===== src/hdl/mtp_pkg.sv =====
// Package: types, constants and the arctangent table of the move-to-pose controller
`timescale 1ns / 1ps
package mtp_pkg;
    localparam int CORDIC_STAGES = 16;
    localparam int COORD_WIDTH   = 16;
    localparam int ANG_W   = 16;
    localparam int DIST_W  = COORD_WIDTH + 1;
    // CORDIC datapath: difference (COORD_WIDTH+1) scaled by 256, with growth margin
    localparam int CW      = COORD_WIDTH + 1 + 8 + 3;
    localparam int ZW      = 18;
    localparam int CFG_IDX_W  = 3;
    localparam int CFG_DATA_W = 16;

    localparam logic [CFG_IDX_W-1:0] REG_GAIN_DIST   = 3'd0;
    localparam logic [CFG_IDX_W-1:0] REG_GAIN_HEAD   = 3'd1;
    localparam logic [CFG_IDX_W-1:0] REG_GAIN_ORIENT = 3'd2;
    localparam logic [CFG_IDX_W-1:0] REG_MAX_LIN     = 3'd3;
    localparam logic [CFG_IDX_W-1:0] REG_MAX_ANG     = 3'd4;
    localparam logic [CFG_IDX_W-1:0] REG_ARRIVE_TOL  = 3'd5;

    localparam logic [36:0] INV_GAIN_Q20 = 37'd636751;
    localparam logic [ZW-1:0] HALF_TURN  = 18'd32768;

    typedef struct packed {
        logic signed [COORD_WIDTH-1:0] pos_x;
        logic signed [COORD_WIDTH-1:0] pos_y;
        logic signed [ANG_W-1:0]       heading;
        logic signed [COORD_WIDTH-1:0] goal_x;
        logic signed [COORD_WIDTH-1:0] goal_y;
        logic signed [ANG_W-1:0]       goal_heading;
    } t_pose;

    typedef struct packed {
        logic [DIST_W-1:0]       distance;
        logic signed [15:0]      lin_speed;
        logic signed [15:0]      ang_speed;
        logic                    reversing;
        logic                    arrived;
    } t_cmd;

    typedef struct packed {
        logic [15:0] gain_distance;
        logic [15:0] gain_heading;
        logic [15:0] gain_orientation;
        logic [14:0] max_linear;
        logic [14:0] max_angular;
        logic [11:0] arrive_tolerance;
    } t_cfg;

    function automatic logic [ZW-1:0] atan_entry(input int i);
        logic [ZW-1:0] t;
        case (i)
            0: t = 18'd8192;   1: t = 18'd4836;  2: t = 18'd2555;  3: t = 18'd1297;
            4: t = 18'd651;    5: t = 18'd326;   6: t = 18'd163;   7: t = 18'd81;
            8: t = 18'd41;     9: t = 18'd20;   10: t = 18'd10;   11: t = 18'd5;
            12: t = 18'd3;    13: t = 18'd1;    14: t = 18'd1;
            default: t = '0;
        endcase
        return t;
    endfunction
endpackage


===== src/hdl/mtp_stream_if.sv =====
// Interface: valid/ready channel carrying one payload beat
`timescale 1ns / 1ps
interface mtp_stream_if #(parameter type T = logic);
    logic valid;
    logic ready;
    T     data;
    modport source (output valid, output data, input ready);
    modport sink   (input valid, input data, output ready);
endinterface


===== src/hdl/mtp_cordic.sv =====
// Pipelined vectoring CORDIC with side-band pose and valid travelling alongside
`timescale 1ns / 1ps
module mtp_cordic (
    input  logic                    i_clk,
    input  logic                    i_rst_n,
    input  logic                    i_en,
    input  logic                    i_valid,
    input  logic signed [mtp_pkg::CW-1:0] i_x,
    input  logic signed [mtp_pkg::CW-1:0] i_y,
    input  logic [mtp_pkg::ZW-1:0]  i_z,
    input  logic [31:0]             i_side,
    output logic                    o_valid,
    output logic signed [mtp_pkg::CW-1:0] o_x,
    output logic [mtp_pkg::ZW-1:0]  o_z,
    output logic [31:0]             o_side
);
    import mtp_pkg::*;

    logic                 r_v    [CORDIC_STAGES+1];
    logic signed [CW-1:0] r_x    [CORDIC_STAGES+1];
    logic signed [CW-1:0] r_y    [CORDIC_STAGES+1];
    logic [ZW-1:0]        r_z    [CORDIC_STAGES+1];
    logic [31:0]          r_side [CORDIC_STAGES+1];

    // stage 0 is the entry register
    always_ff @(posedge i_clk) begin
        if (!i_rst_n) begin
            r_v[0] <= 1'b0;
        end else if (i_en) begin
            r_v[0] <= i_valid;
        end
        if (i_en) begin
            r_x[0] <= i_x; r_y[0] <= i_y; r_z[0] <= i_z; r_side[0] <= i_side;
        end
    end

    // one micro-rotation per stage
    for (genvar g = 0; g < CORDIC_STAGES; g++) begin : g_stage
        logic signed [CW-1:0] xs, ys;
        assign xs = r_x[g] >>> g;
        assign ys = r_y[g] >>> g;
        always_ff @(posedge i_clk) begin
            if (!i_rst_n) begin
                r_v[g+1] <= 1'b0;
            end else if (i_en) begin
                r_v[g+1] <= r_v[g];
            end
            if (i_en) begin
                r_side[g+1] <= r_side[g];
                if (!r_y[g][CW-1]) begin
                    r_x[g+1] <= r_x[g] + ys;
                    r_y[g+1] <= r_y[g] - xs;
                    r_z[g+1] <= r_z[g] + atan_entry(g);
                end else begin
                    r_x[g+1] <= r_x[g] - ys;
                    r_y[g+1] <= r_y[g] + xs;
                    r_z[g+1] <= r_z[g] - atan_entry(g);
                end
            end
        end
    end

    assign o_valid = r_v[CORDIC_STAGES];
    assign o_x     = r_x[CORDIC_STAGES];
    assign o_z     = r_z[CORDIC_STAGES];
    assign o_side  = r_side[CORDIC_STAGES];
endmodule


===== src/hdl/move_to_pose_control_step.sv =====
// Top level: polar move-to-pose controller, one pose per cycle unless the output stalls
//
// Input channel carries current pose and goal pose beats; output channel carries
// distance, linear and angular speed commands and reversing/arrived flags.
// Configuration is a plain write port: index 0..5 selects gain_distance,
// gain_heading, gain_orientation, max_linear, max_angular, arrive_tolerance.
// A beat passes CORDIC_STAGES + 6 registers: a difference stage, the CORDIC
// entry, one stage per micro-rotation, a gain-correction multiply, the speed
// multiplies, the saturation stage and the output register. Throughput is one
// beat per cycle while the receiver takes beats; the pipeline is a single
// chain clocked by a shared enable, so the rate drops only on a receiver stall.
// When the receiver stalls with the output register full, the whole pipeline
// holds and input ready drops; nothing is lost or repeated.
// Synchronous active-low reset clears all valid bits and loads the register
// reset values; payload registers are not reset.
`timescale 1ns / 1ps
module move_to_pose_control_step (
    input  logic                             i_clk,
    input  logic                             i_rst_n,
    mtp_stream_if.sink                       s_in,
    mtp_stream_if.source                     m_out,
    input  logic                             i_cfg_we,
    input  logic [mtp_pkg::CFG_IDX_W-1:0]    i_cfg_idx,
    input  logic [mtp_pkg::CFG_DATA_W-1:0]   i_cfg_data
);
    import mtp_pkg::*;

    t_cfg  r_cfg;
    logic  en;
    t_pose pin;
    assign pin = s_in.data;

    // configuration registers
    always_ff @(posedge i_clk) begin
        if (!i_rst_n) begin
            r_cfg.gain_distance    <= 16'd246;
            r_cfg.gain_heading     <= 16'd1638;
            r_cfg.gain_orientation <= 16'd3686;
            r_cfg.max_linear       <= 15'd328;
            r_cfg.max_angular      <= 15'd2608;
            r_cfg.arrive_tolerance <= 12'd4;
        end else if (i_cfg_we) begin
            case (i_cfg_idx)
                REG_GAIN_DIST:   r_cfg.gain_distance    <= i_cfg_data;
                REG_GAIN_HEAD:   r_cfg.gain_heading     <= i_cfg_data;
                REG_GAIN_ORIENT: r_cfg.gain_orientation <= i_cfg_data;
                REG_MAX_LIN:     r_cfg.max_linear       <= i_cfg_data[14:0];
                REG_MAX_ANG:     r_cfg.max_angular      <= i_cfg_data[14:0];
                REG_ARRIVE_TOL:  r_cfg.arrive_tolerance <= i_cfg_data[11:0];
                default: ;
            endcase
        end
    end

    // stall: everything advances unless the output holds an untaken beat
    logic r_ov;
    assign en = !r_ov || m_out.ready;
    assign s_in.ready = en;

    // stage A: differences
    logic r_av;
    logic signed [COORD_WIDTH:0] r_dx, r_dy;
    logic [15:0] r_ath, r_athg;
    always_ff @(posedge i_clk) begin
        if (!i_rst_n) r_av <= 1'b0;
        else if (en) r_av <= s_in.valid;
        if (en) begin
            r_dx <= {pin.goal_x[COORD_WIDTH-1], pin.goal_x}
                  - {pin.pos_x[COORD_WIDTH-1], pin.pos_x};
            r_dy <= {pin.goal_y[COORD_WIDTH-1], pin.goal_y}
                  - {pin.pos_y[COORD_WIDTH-1], pin.pos_y};
            r_ath  <= pin.heading;
            r_athg <= pin.goal_heading;
        end
    end

    // CORDIC pre-rotation by a half turn when dx is negative
    logic signed [CW-1:0] cx, cy, sx, sy;
    logic zero_d;
    assign sx = {{(CW-COORD_WIDTH-9){r_dx[COORD_WIDTH]}}, r_dx, 8'd0};
    assign sy = {{(CW-COORD_WIDTH-9){r_dy[COORD_WIDTH]}}, r_dy, 8'd0};
    assign cx = r_dx[COORD_WIDTH] ? -sx : sx;
    assign cy = r_dx[COORD_WIDTH] ? -sy : sy;
    assign zero_d = (r_dx == '0) && (r_dy == '0);

    logic c_v;
    logic signed [CW-1:0] c_x;
    logic [ZW-1:0] c_z;
    logic [31:0] c_side;
    logic [31:0] side_in;
    assign side_in = {r_ath, r_athg};

    mtp_cordic u_cordic (
        .i_clk(i_clk), .i_rst_n(i_rst_n), .i_en(en), .i_valid(r_av),
        .i_x(cx), .i_y(cy), .i_z(r_dx[COORD_WIDTH] ? HALF_TURN : '0),
        .i_side(side_in), .o_valid(c_v), .o_x(c_x), .o_z(c_z), .o_side(c_side)
    );

    // zero-difference flag rides alongside the CORDIC
    logic r_zq [CORDIC_STAGES+1];
    always_ff @(posedge i_clk) begin
        if (en) begin
            r_zq[0] <= zero_d;
            for (int k = 0; k < CORDIC_STAGES; k++) r_zq[k+1] <= r_zq[k];
        end
    end

    // stage B: gain correction multiply, angle errors
    logic r_bv, r_bzero;
    logic [CW+20-1:0] r_bprod;
    logic [15:0] r_bbear, r_bth, r_bthg;
    always_ff @(posedge i_clk) begin
        if (!i_rst_n) r_bv <= 1'b0;
        else if (en) r_bv <= c_v;
        if (en) begin
            r_bprod <= (CW+20)'(c_x[CW-2:0]) * (CW+20)'(INV_GAIN_Q20[19:0]);
            r_bzero <= r_zq[CORDIC_STAGES] || c_x[CW-1];
            r_bbear <= r_zq[CORDIC_STAGES] ? 16'd0 : c_z[15:0];
            r_bth   <= c_side[31:16];
            r_bthg  <= c_side[15:0];
        end
    end

    // distance rounding and saturation
    logic [CW+20-1:0] rnd;
    logic [CW+20-29:0] dq;
    logic [DIST_W-1:0] dist_b;
    assign rnd = r_bprod + (CW+20)'(1 << 27);
    assign dq  = rnd[CW+20-1:28];
    assign dist_b = r_bzero ? '0 :
                    ((dq >> DIST_W) != '0) ? {DIST_W{1'b1}} : dq[DIST_W-1:0];
    logic signed [15:0] alpha_b, beta_b;
    assign alpha_b = r_bbear - r_bth;
    assign beta_b  = r_bthg - r_bth - alpha_b;

    // stage C: speed products
    logic r_cv, r_crev, r_carr;
    logic [DIST_W-1:0] r_cdist;
    logic [DIST_W+16-1:0] r_cvp;
    logic signed [33:0] r_cwp;
    always_ff @(posedge i_clk) begin
        if (!i_rst_n) r_cv <= 1'b0;
        else if (en) r_cv <= r_bv;
        if (en) begin
            r_cdist <= dist_b;
            r_cvp   <= (DIST_W+16)'(dist_b) * (DIST_W+16)'(r_cfg.gain_distance);
            r_cwp   <= $signed({1'b0, r_cfg.gain_heading}) * alpha_b
                     - $signed({1'b0, r_cfg.gain_orientation}) * beta_b;
            r_crev  <= (alpha_b > 16'sd16384) || (alpha_b < -16'sd16384);
            r_carr  <= dist_b <= DIST_W'(r_cfg.arrive_tolerance);
        end
    end

    // round and sign
    logic signed [DIST_W+16:0] v_s;
    logic signed [34:0] w_s;
    assign v_s = $signed({1'b0, (r_cvp + (DIST_W+16)'(2048)) >> 12});
    assign w_s = (35'(r_cwp) + 35'sd2048) >>> 12;

    // stage D: saturation
    logic r_dv, r_drev, r_darr;
    logic [DIST_W-1:0] r_ddist;
    logic signed [15:0] r_dlin, r_dang;
    logic signed [DIST_W+16:0] v_n, lim_v;
    logic signed [34:0] lim_w;
    assign v_n   = r_crev ? -v_s : v_s;
    assign lim_v = (DIST_W+17)'(r_cfg.max_linear);
    assign lim_w = 35'(r_cfg.max_angular);
    always_ff @(posedge i_clk) begin
        if (!i_rst_n) r_dv <= 1'b0;
        else if (en) r_dv <= r_cv;
        if (en) begin
            r_ddist <= r_cdist; r_drev <= r_crev; r_darr <= r_carr;
            r_dlin <= (v_n > lim_v) ? 16'(lim_v) : (v_n < -lim_v) ? -16'(lim_v) : 16'(v_n);
            r_dang <= (w_s > lim_w) ? 16'(lim_w) : (w_s < -lim_w) ? -16'(lim_w) : 16'(w_s);
        end
    end

    // output register
    t_cmd r_out;
    always_ff @(posedge i_clk) begin
        if (!i_rst_n) r_ov <= 1'b0;
        else if (en) r_ov <= r_dv;
        if (en) r_out <= '{r_ddist, r_dlin, r_dang, r_drev, r_darr};
    end
    assign m_out.valid = r_ov;
    assign m_out.data  = r_out;

    // a stalled output beat holds its value
    a_hold: assert property (@(posedge i_clk) disable iff (!i_rst_n)
        r_ov && !m_out.ready |=> r_ov && $stable(r_out)) else $error("out beat changed");
    // linear speed never exceeds its limit
    a_lin: assert property (@(posedge i_clk) disable iff (!i_rst_n)
        r_ov |-> (r_out.lin_speed <= $signed({1'b0, r_cfg.max_linear}))
              && (r_out.lin_speed >= -$signed({1'b0, r_cfg.max_linear})))
        else $error("lin_speed over limit");
    // arrival implies small distance
    a_arr: assert property (@(posedge i_clk) disable iff (!i_rst_n)
        r_ov && r_out.arrived |-> r_out.distance <= DIST_W'(4095))
        else $error("arrived with large distance");
    // ready follows stall state
    a_rdy: assert property (@(posedge i_clk) disable iff (!i_rst_n)
        !r_ov |-> s_in.ready) else $error("ready low while empty");
endmodule

===== src/flat_wrapper.sv =====
// flat-port wrapper written by rule: the top's interface ports become plain ports
module move_to_pose_control_step_flat import mtp_pkg::*;
  (i_clk, i_rst_n, i_cfg_we, i_cfg_idx, i_cfg_data, s_in_valid, s_in_data, s_in_ready, m_out_valid, m_out_data, m_out_ready);
  mtp_stream_if s_in_i ();
  mtp_stream_if m_out_i ();
  input  logic i_clk;
  input  logic i_rst_n;
  input  logic i_cfg_we;
  input  logic [mtp_pkg::CFG_IDX_W-1:0] i_cfg_idx;
  input  logic [mtp_pkg::CFG_DATA_W-1:0] i_cfg_data;
  input wire logic [$bits(s_in_i.valid)-1:0] s_in_valid;
  input wire logic [$bits(s_in_i.data)-1:0] s_in_data;
  output wire logic [$bits(s_in_i.ready)-1:0] s_in_ready;
  output wire logic [$bits(m_out_i.valid)-1:0] m_out_valid;
  output wire logic [$bits(m_out_i.data)-1:0] m_out_data;
  input wire logic [$bits(m_out_i.ready)-1:0] m_out_ready;
  assign s_in_i.valid = s_in_valid;
  assign s_in_i.data = s_in_data;
  assign s_in_ready = s_in_i.ready;
  assign m_out_valid = m_out_i.valid;
  assign m_out_data = m_out_i.data;
  assign m_out_i.ready = m_out_ready;
  move_to_pose_control_step u_core (.i_clk(i_clk), .i_rst_n(i_rst_n), .s_in(s_in_i), .m_out(m_out_i), .i_cfg_we(i_cfg_we), .i_cfg_idx(i_cfg_idx), .i_cfg_data(i_cfg_data));
endmodule

===== config.mk =====
export PLATFORM = sky130hd
export DESIGN_NAME = move_to_pose_control_step_flat
export DESIGN_NICKNAME = d
export VERILOG_FILES = /design/src/hdl/mtp_pkg.sv /design/src/hdl/mtp_stream_if.sv /design/src/hdl/mtp_cordic.sv /design/src/hdl/move_to_pose_control_step.sv /design/src/flat_wrapper.sv
export SDC_FILE = /design/constraint.sdc
export NUM_CORES = 1
export LEC_CHECK = 0
export BUFFER_PORTS_ARGS = -buffer_cell sky130_fd_sc_hd__buf_2
export CAP_MARGIN = 20
export CORE_MARGIN = 2
export CORE_UTILIZATION = 45
export DETAILED_ROUTE_END_ITERATION = 7
export HOLD_SLACK_MARGIN = 0.1
export PLACE_DENSITY = 0.73
export SLEW_MARGIN = 20
export SYNTH_ARGS = -nofsm -noshare
export SYNTH_HDL_FRONTEND = slang
export SYNTH_SLANG_ARGS = --single-unit

===== constraint.sdc =====
create_clock -name i_clk -period 1.35 [get_ports i_clk]
set_input_delay 0.0675 -clock i_clk [delete_from_list [all_inputs] [get_ports i_clk]]
set_output_delay 0.0675 -clock i_clk [all_outputs]
set_load 0.02 [all_outputs]

* Word-level counts from Yosys, hierarchy flattened
Memories as Yosys holds them, arrays and structs flattened. A register that Yosys moved wholly into a read port is not among the register bits.
Index checks and enable logic that the tools add are counted.
** Storage, ports and cells
- Register bits after elaboration :: 67
- Bits in writable memories :: 986
- Output and inout port bits :: 3
- Word-level logic and storage cells :: 288
- Memories :: 4
** Operators by class
- Add/sub/neg operators :: 64
- Multipliers :: 1
- $lt $le $gt $ge :: 1
- Equal/unequal tests :: 1
- Multiplexer cells :: 152
- Bitwise operators :: 49
- Reductions and logical operators :: 6
** Memories
- u_core.u_cordic.r_x :: depth 17, bits a word 28, rd ports 17, clocked after Yosys merged registers in 0, wr ports 17, line mtp_cordic.sv:20 : logic signed [CW-1:0] r_x [CORDIC_STAGES+1];
- u_core.u_cordic.r_y :: depth 17, bits a word 28, rd ports 16, clocked after Yosys merged registers in 0, wr ports 17, line mtp_cordic.sv:21 : logic signed [CW-1:0] r_y [CORDIC_STAGES+1];
- u_core.r_zq :: depth 17, bits a word 1, rd ports 17, clocked after Yosys merged registers in 0, wr ports 17, line move_to_pose_control_step.sv:100 : logic r_zq [CORDIC_STAGES+1];
- u_core.u_cordic.r_v :: depth 17, bits a word 1, rd ports 17, clocked after Yosys merged registers in 1, wr ports 17, line mtp_cordic.sv:19 : logic r_v [CORDIC_STAGES+1];
** Operators with widths (count)
- 28-bit 2-to-1 mux :: 32
- 1-bit 2-to-1 mux :: 118
- 28-bit by 13-bit adder with 28-bit output :: 2
- 28-bit by 14-bit adder with 28-bit output :: 2
- 28-bit by 15-bit adder with 28-bit output :: 2
- 28-bit by 16-bit adder with 28-bit output :: 2
- 28-bit by 17-bit adder with 28-bit output :: 2
- 28-bit by 18-bit adder with 28-bit output :: 2
- 28-bit by 19-bit adder with 28-bit output :: 2
- 28-bit by 20-bit adder with 28-bit output :: 2
- 28-bit by 21-bit adder with 28-bit output :: 2
- 28-bit by 22-bit adder with 28-bit output :: 2
- 28-bit by 23-bit adder with 28-bit output :: 2
- 28-bit by 24-bit adder with 28-bit output :: 2
- 28-bit by 25-bit adder with 28-bit output :: 2
- 28-bit by 26-bit adder with 28-bit output :: 2
- 28-bit by 27-bit adder with 28-bit output :: 2
- 28-bit by 13-bit subtractor with 28-bit output :: 2
- 28-bit by 14-bit subtractor with 28-bit output :: 2
- 28-bit by 15-bit subtractor with 28-bit output :: 2
- 28-bit by 16-bit subtractor with 28-bit output :: 2
- 28-bit by 17-bit subtractor with 28-bit output :: 2
- 28-bit by 18-bit subtractor with 28-bit output :: 2
- 28-bit by 19-bit subtractor with 28-bit output :: 2
- 20 further kinds :: 80

* Depth between registers and ports, before layout
Gate-level depths: netlist (run 1).
- Depth in word-level cells :: 6
- Gate-level depth with buffers :: 6

* Hierarchy
A second synthesis (run 1) with hierarchy kept.
** Unflattened totals
- Cell total of the unflattened synthesis :: 10929
- Area, all modules :: 117461.4 µm²
** By module, submodules not included
- mtp_cordic :: times used 1, cells an instance 10904, area each 117128.6 µm²
- move_to_pose_control_step :: times used 1, cells an instance 25, area each 332.8 µm²

* Least setup slack after synthesis (run 1)
OpenSTA, ideal clock, no wires.
- Path type :: flip-flop to flip-flop
- Start :: reg u_core.r_ov (netlist: u_core.m_out.valid)
- End :: mem u_core.u_cordic.r_v[0], enable pin
- Library setup time :: 0.362 ns
- Data arrival time :: 1.021 ns
- Data required time :: 0.988 ns
- Setup slack :: -0.033 ns
- Stages on the path, launching flop included :: 4
- Period minus slack after synthesis :: 1.383 ns
- Cell sequence :: dfxtp_1 > nor2b_4 > buf_6 > nand2_1
** RTL lines
- from (decl) :: line move_to_pose_control_step.sv:56 : logic r_ov;
- from (signal assigned) :: line move_to_pose_control_step.sv:183 : else if (en) r_ov <= r_dv;
- to (decl) :: line mtp_cordic.sv:19

* Worst setup path after layout (run 1)
- Start :: reg u_core.r_ov (netlist: u_core.m_out.valid)
- End :: out s_in_ready
** On the way
- Word-level cells in the longest chain between the ends :: 2
** RTL lines
- 1-bit logical NOT :: line move_to_pose_control_step.sv:57 : assign en = !r_ov || m_out.ready;
- 1-bit logical OR :: line move_to_pose_control_step.sv:57
- to (decl) :: line flat_wrapper.sv:13 : output wire logic [$bits(s_in_i.ready)-1:0] s_in_ready;
No other way between the ends.

==> results of run 1 <==
state kept, by name (all words and copies together), names as in the netlist:
| register | flops |
|---|---|
| u_core.r_dv | 1 |
| u_core.r_cv | 1 |
| u_core.m_out.data | 1 |
| u_core.u_cordic.r_v | 17 |
| u_core.r_av | 1 |
| u_core.r_bv | 1 |
| u_core.m_out.valid | 1 |
| u_core.r_carr | 1 |
| u_core.r_darr | 1 |
cells by family after synthesis:
logic type,synth area share
AOI/OAI and AO/OA,0.0578
buffers and inverters,0.0706
DFF,0.709
other,0.00385
and+or+nand+nor,0.159
layer usage:
layer	track usage	wire [µm]	vias up	part of all wire
li1	-	-	247	-
met1	0.144	615	228	0.50
met2	0.182	578	4	0.47
met3	0.0179	19	2	0.015
met4	0.0676	15	0	0.012
met5	0	0	-	0
final cells by class:
type / count / share of cell area
repair buffers: 8 / 0.0464
inverters: 1 / 0.00855
flip-flops and latches: 25 / 0.674
clock buffers: 4 / 0.0256
well taps: 27 / 0.0330
multi-input cells: 35 / 0.212
power by group through the flow:
stage          Combinational, µW  Sequential (µW)  Clock (µW)
3_5_place_dp                23.3              846           0
3_3_place_gp                22.8              846           0
6_report                    26.1              829         308
2_1_floorplan               18.1              848           0
5_1_grt                     29.3              830         347
4_1_cts                     25.9              829         328
placed cells by master (no fill, tap or decap), drive strengths merged:
| cell type | instances |
|---|---|
| o21a | 1 |
| buf | 7 |
| nor2b | 1 |
| dlygate4sd3 | 1 |
| nand2 | 11 |
| and3 | 16 |
| clkbuf | 4 |
| a21boi | 5 |
| conb | 1 |
| edfxtp | 19 |
| dfxtp | 6 |
| inv | 1 |
path summary, 6_finish.rpt:
path                            slack (ns)  cells after the start                       startpoint                          endpoint
worst max-delay path                  0.11                      3  u_core.m_out.valid$_SDFFE_PN0N_                        s_in_ready
worst min-delay path                  0.15                      2                          i_rst_n   u_core.m_out.valid$_SDFFE_PN0N_
worst max register to register        0.19                      2  u_core.m_out.valid$_SDFFE_PN0N_  u_core.u_cordic.r_v[8]$_DFFE_PP_
worst min register to register        0.43                      0          u_core.r_carr$_DFFE_PN_           u_core.r_darr$_DFFE_PN_
metrics by stage:
step           cells  utilization  total power [µW]  worst slack (ns)  hold WS, ns
6_report         100        0.512              1160             0.111        0.146
5_1_grt          100        0.512              1210            0.0357        0.158
4_1_cts          100        0.512              1180            0.0866        0.130
3_5_place_dp      95        0.494               870             0.216        0.331
3_3_place_gp      95        0.494               869             0.246        0.332
2_1_floorplan     69            -               866            0.0301        0.220
==> metrics.txt, run 1 <==
Register Area 691 µm²; Final Net Count 99; Clock Sinks 25; area of the multi-input gates 218 µm²; number of CTS-inserted buffers 3; sequential share of power 0.713; RSZ-0062 raised after global routing false; GR Overflow Total 0; Die X 50.5 µm; Cell Int Power 953 µW; Initial Utilization 0.487; worst hold path type input port to flip-flop; Clock Latency Late Sink 0.30 ns; yosys warns 0; Slew Limit Fails 0; Slowest cell on crit path dfxtp_1; # IOs 28; CTS tree done; port bufs 6; core area roughly 2000 µm²; Cell Area, Placed a little under 1000 µm²; drt first pass iters 3; # H-tree levels 1; vias in the first global route between 400 and 500; Max stage delay on crit path 0.36 ns; vias 481; Total GRT Usage 0.113; # rows 16; ant diodes 0; Cells after Synth 69; post-synth cell types 14; layout cell share with drive strength beyond 1 0.219; maximum vdd drop 0.000711 V; fillcell total about 190; Synth Net Count 94; critical-path cell list nor2b_4 -> inv_6 -> buf_2; register area share after synthesis 0.709; synthesized area a little under 1000 µm²; Detailed Route WL 1230 µm; Yosys top cell area share 0.585; Max-cap violations 0; top_reg_cell synth edfxtp_1; Final Cell Area 1020 µm²; Post-synth EDFFs 19; delay-heaviest family, CP flip-flops; synth top area cells edfxtp_1 (59%), dfxtp_1 (12%), and3_1 (10%); Pleak around 0.00045 µW; Resize count post-CTS 0; outcome finished, final reports clean; Avg WL per Cell 12.3 µm; Worst Path Required around 1.3 ns; initial antenna violation count 0; endpoints failing hold 0; post-route ant nets 0; Syn Area/Cell 14.1 µm²; Final Cycle Share 0.918; cell with the most instances after synthesis edfxtp_1; setup TNS 0 ns; Worst Path Arrival 1.17 ns; largest net degree at the start of global routing 26; GP Congestion roughly 0.68; WP buf/inv 2; switching fraction of total power 0.180; CTS root buffer clkbuf_4; flops & latches, synth 25; Initial DRC Count 7; die area 2550 µm²; postcts setup bufs 0; achievable frequency 807 MHz; DPL Wire Length 722 µm; Comb pwr share 0.022; hold_buf cts 1; Area Overhead vs Synth 5.13%; Vias/cell 4.81; Setup-failing EPs final 0; DR DRC count 0; cell accounting for the most synthesized area edfxtp_1; clock share of power 0.265; Crit. End Element primary output; critical path class flip-flop to primary output; sw power ~210 µW; top cells by count, synth edfxtp_1 (19), and3_1 (16), nand2_1 (11); asr flop ratio synth 0; Die Y 50.5 µm; crit path time final around 1.2 ns; Power Density ~1100 nW/µm²; Max Buffers Root-to-Sink 2; CP Launch Type flip-flop; clk slew on worst S/H paths 0.12 ns; Clock Skews 0.00869 ns; CP max FO 25; first-pass GRT wire length 2130 µm
Power figures use the tool's default switching activity.
==> run 2: changes to the inputs <==
- ABC_AREA: default -> 1
- GPL_TIMING_DRIVEN: default -> 0
==> metrics.txt, run 2 <==
drt first pass iters 4 (+1); vias in the first global route 553 (+13%); Comb pwr share 0.053 (+0.031); Placement Setup Slack 0.109 ns (-0.107 ns); Syn Area/Cell 12.7 µm² (-10%); sequential share of power 0.683 (-0.030); CTS root buffer clkbuf_4; post-synthesis compound-gate area fraction 0.0144 (-0.0433); Post-Synth Simple-Gate Area 0.207 (+0.0478); most frequent cells in the layout inv_1 (19), edfxtp_1 (19), nor2_4 (11); Synth Area in Adders 0 (unchanged); core area 2190 µm² (+9.4%); layout cell share with drive strength beyond 1 0.295 (+0.0756); maximum vdd drop 0.000717 V (+0.93%); asr flop ratio synth 0 (unchanged); cell accounting for the most synthesized area edfxtp_1; setup TNS 0 ns (unchanged); top cells by count, synth edfxtp_1 (19), inv_1 (19), nor2_4 (11); Clock Latency Late Sink 0.31 ns (about the same); Detailed Route WL 1310 µm (+6.7%); synthesized area 1040 µm² (+6.7%); largest family of logic cells by synthesized area simple AND/OR/NAND/NOR gates; Final Cycle Share 0.945 (+0.0272); post-route ant nets 0 (unchanged); vias 540 (+12%); clock share of power 0.264 (about the same); Yosys top cell area share 0.549 (-0.0366); switching fraction of total power 0.205 (+0.0245); Cell Area, Placed 1100 µm² (+12%); # IOs 28 (unchanged); Crit. End Element flip-flop; Clock Sinks 25 (unchanged); post-synth cell types 13 (-1); flops & latches, synth 25 (unchanged); CTS tree done; critical path class flip-flop to flip-flop; sw power 249 µW (+19%); Initial Utilization 0.475 (-0.0123); CP max FO 10 (-60%); Worst Path Required 1.44 ns (+0.16 ns); Cell Int Power 965 µW (+1.3%); Slew Limit Fails 0 (unchanged); Fin Hold WS 0.442 ns (+0.296 ns); Total Power 1210 µW (+4.4%); Clock Skews 0.00567 ns (-0.00302 ns); synth top area cells edfxtp_1 (55%), nor2_4 (12%), dfxtp_1 (12%); register area share after synthesis 0.664 (-0.0443); Synth Net Count 107 (+14%); first-pass GRT wire length 2310 µm (+8.8%); crit path time final 1.28 ns (+0.0367 ns); Die Y 52.1 µm (+3.0%); Total GRT Usage 0.121 (+0.00758); achievable frequency 784 MHz (-2.9%); ant diodes 0 (unchanged); GR Overflow Total 0 (unchanged); top_reg_cell synth edfxtp_1; mux share of post-synthesis cell area 0 (unchanged); port bufs 5 (-1); Cells after Synth 82 (+19%); Setup-failing EPs final 0 (unchanged); Largest Register u_core.u_cordic.r_v; GP Congestion 0.698 (+2.4%); CP Launch Type flip-flop; Worst Path Arrival 1.36 ns (+0.19 ns); clk slew on worst S/H paths 0.13 ns (about the same); largest net degree at the start of global routing 20 (-23%); Final Cell Area 1170 µm² (+15%); Pleak 0.000436 µW (-3.9%); Vias/cell 4.39 (-8.7%); Power Density 1030 nW/µm² (-9.0%); max reg flops 17 (unchanged); number of CTS-inserted buffers 3 (unchanged); Post-synth EDFFs 19 (unchanged); yosys warns 0 (unchanged); Max-cap violations 0 (unchanged); outcome finished, final reports clean; # H-tree levels 1 (unchanged); # rows 17 (+1); XOR/XNOR Fraction of Synth Area 0 (unchanged); Die X 52.1 µm (+3.0%); fillcell total 200 (+4.2%); initial antenna violation count 0 (unchanged); final worst slack 0.0743 ns (-0.0367 ns); die area 2710 µm² (+6.1%); Max Buffers Root-to-Sink 2 (unchanged); worst hold path type flip-flop to flip-flop; DR DRC count 0 (unchanged); DPL Wire Length 818 µm (+13%); Avg WL per Cell 10.7 µm (-13%); Final Net Count 121 (+22%); endpoints failing hold 0 (unchanged); Initial DRC Count 5 (-2); Area Overhead vs Synth 13.0%
[run 2: repair_timing]
item / 4_1_cts / 5_1_grt
setup buffers: 0 / 1
hold buffers: 2 / 1
gates resized for setup: 0 / 3
endpoints found under the setup margin: 0 / 19
hold endpoints to repair: 5 / 3
[run 2: logic make-up after synthesis]
logic type,count (synthesis)
simple gates,30
flops,25
buf+inv,23
compound gates,3
other cells,1
[run 2: final cells by class]
class / instances / area, µm² / share of cell area
clock inverter: 1 / 5.00 / 0.00426
buffer: 2 / 31.3 / 0.0266
tap: 28 / 35.0 / 0.0298
sequential: 25 / 692 / 0.589
multi-input combinational: 34 / 236 / 0.201
timing repair buffer: 9 / 66.3 / 0.0564
clock buffer: 3 / 22.5 / 0.0192
inverter: 21 / 86.3 / 0.0735
[run 2: power groups by stage]
stage	Sequential, µW	Combinational (µW)	Clock, µW
after CTS	830	61.7	335
after floorplan	849	45.0	0
after global routing	831	69.0	371
after global placement	847	56.6	0
final	830	64.2	321
after detailed placement	847	56.7	0
[run 2: per-stage QoR]
step / util / instances
finish: 0.536 / 123
global route: 0.536 / 123
CTS: 0.525 / 121
detailed placement: 0.503 / 115
global placement: 0.503 / 115
floorplan: - / 82
[run 2: metal layers]
layer / GRT usage / wire (µm) / share of wire
met4: 0.0921 / 43 / 0.033
met5: 0 / 0 / 0
met2: 0.184 / 643 / 0.49
met3: 0.0172 / 22 / 0.017
met1: 0.154 / 601 / 0.46
[run 2: worst paths after layout]
path	startpoint	to	slack (ns)	depth (start not counted)
max	u_core.m_out.valid$_SDFFE_PN0N_	u_core.u_cordic.r_v[6]$_DFFE_PP_	0.07	7
min	u_core.r_darr$_DFFE_PN_	u_core.m_out.data$_DFFE_PN_	0.44	0
max reg2reg	u_core.m_out.valid$_SDFFE_PN0N_	u_core.u_cordic.r_v[6]$_DFFE_PP_	0.07	7
min reg2reg	u_core.r_darr$_DFFE_PN_	u_core.m_out.data$_DFFE_PN_	0.44	0
[run 2: worst max-delay path, cell delays in order, from the launching register on]
cell and delay [ns]:
dfxtp_2 0.34, inv_1 0.06, nor2_4 0.18, buf_6 0.14
nor2_8 0.04, inv_6 0.07, buf_12 0.17, nor2_4 0.04
==> run 3: changes to the inputs <==
- CORE_ASPECT_RATIO: default -> 1.5
- CORE_MARGIN: 2 -> default
==> metrics.txt, run 3 (same netlist as run 2, synthesis figures left out) <==
Crit. End Element flip-flop; DPL Wire Length 816 µm (-0.33%); max reg flops 17 (unchanged); vias in the first global route 498 (-9.9%); most frequent cells in the layout inv_1 (19), edfxtp_1 (19), nor2_4 (11); endpoints failing hold 0 (unchanged); Worst Path Arrival 1.34 ns (-0.02 ns); Slew Limit Fails 0 (unchanged); Setup-failing EPs final 0 (unchanged); post-route ant nets 0 (unchanged); DR DRC count 0 (unchanged); fillcell total 201 (+0.50%); Cell Area, Placed 1100 µm² (-0.57%); ant diodes 0 (unchanged); Die X 41.2 µm (-21%); worst hold path type input port to flip-flop; Vias/cell 4.54 (+3.5%); # H-tree levels 1 (unchanged); CTS root buffer clkbuf_4; GR Overflow Total 0 (unchanged); layout cell share with drive strength beyond 1 0.295 (unchanged); Detailed Route WL 1310 µm (-0.23%); GP Congestion 0.684 (-2.0%); Power Density 1040 nW/µm² (+0.86%); final core utilization 0.533 (-0.00282); Final Cycle Share 0.925 (-0.0202); Area Overhead vs Synth 13.2%; RSZ-0062 raised after global routing false; Final Cell Area 1180 µm² (+0.21%); Die Y 60.9 µm (+17%); clk slew on worst S/H paths 0.13 ns (about the same); Slowest cell on crit path dfxtp_1; # IOs 28 (unchanged); Register Area 691 µm² (-0.18%); drt first pass iters 4 (unchanged); number of CTS-inserted buffers 3 (unchanged); Max stage delay on crit path 0.35 ns (about the same); Clock Latency Late Sink 0.32 ns (about the same); die area 2510 µm² (-7.4%); CP Launch Type flip-flop; Largest Register u_core.u_cordic.r_v; maximum vdd drop 0.000835 V (+16%); port bufs 5 (unchanged); # rows 21 (+4); critical path class flip-flop to flip-flop; core area 2210 µm² (+0.74%); setup TNS 0 ns (unchanged); Total GRT Usage 0.145 (+0.0245); first-pass GRT wire length 2280 µm (-1.5%); Pleak 0.000447 µW (+2.7%); Clock Skews 0.00542 ns (-0.000249 ns); Initial DRC Count 12 (+7); area of the multi-input gates 241 µm² (+2.1%); achievable frequency 801 MHz (+2.2%); vias 536 (-0.74%); Worst Path Required 1.44 ns (about the same); Avg WL per Cell 11.1 µm (+4.0%); Clock Sinks 25 (unchanged); Final Net Count 121 (unchanged); initial antenna violation count 0 (unchanged); Max Buffers Root-to-Sink 2 (unchanged); Total Power 1230 µW (+1.1%); Initial Utilization 0.471 (-0.00350); largest net degree at the start of global routing 20 (unchanged); Max-cap violations 0 (unchanged); critical-path cell list inv_1 -> nor2_4 -> buf_12 -> nor2_8 -> inv_4 -> buf_12 -> nor2_4; outcome finished, final reports clean; crit path time final 1.25 ns (-0.0273 ns); CP max FO 10 (unchanged); CTS tree done
[run 3: area by class of cell]
type                       count  share of cell area
buffer                         2              0.0266
clock inverter                 1             0.00531
sequential                    25               0.587
clock buffer                   3              0.0191
multi-input combinational     34               0.205
tap                           23              0.0244
inverter                      21              0.0712
timing repair buffer           9              0.0616
[run 3: path summary, 6_finish.rpt]
kind                                         from                                to  slack [ns]  depth (start not counted)
setup / recovery  u_core.m_out.valid$_SDFFE_PN0N_  u_core.u_cordic.r_v[0]$_DFFE_PP_        0.10                          7
hold / removal                        m_out_ready           u_core.r_carr$_DFFE_PN_        0.13                          3
setup reg to reg  u_core.m_out.valid$_SDFFE_PN0N_  u_core.u_cordic.r_v[0]$_DFFE_PP_        0.10                          7
hold reg to reg           u_core.r_darr$_DFFE_PN_       u_core.m_out.data$_DFFE_PN_        0.45                          0
[run 3: through the flow]
stage	hold WS, ns	worst slack, ns	instances
finish	0.131	0.102	118
global route	0.134	0.00953	118
CTS	0.126	0.0824	118
detailed placement	0.282	0.0776	110
global placement	0.270	0.144	110
floorplan	0.180	0.0449	82
[run 3: critical path: cells and delay by family, from the launching register on]
| family | cells | cell delay [ns] |
|---|---|---|
| flip-flops | 1 | 0.35 |
| buffers and inverters | 4 | 0.46 |
| AND/OR/NAND/NOR | 3 | 0.20 |
[run 3: timing repair]
action / CTS / global route
buffers inserted: 2 / 0
endpoints found under the hold margin: 5 / 0
hold buffers: 2 / 0
gates resized for setup: 0 / 1
endpoints found under the setup margin: 1 / 1
pin swaps: 1 / 0
[run 3: report_power, final]
part / total [µW] / switching (µW) / internal, µW
combinational: 63.1 / 38.0 / 25.1
sequential: 830 / 2.49 / 827
clock: 334 / 219 / 115
[run 3: per-layer routing]
metal / part of all wire / vias up / global-route usage
li1: - / 276 / -
met1: 0.47 / 250 / 0.214
met2: 0.47 / 5 / 0.181
met3: 0.015 / 5 / 0.0330
met4: 0.041 / 0 / 0.111
met5: 0 / - / 0
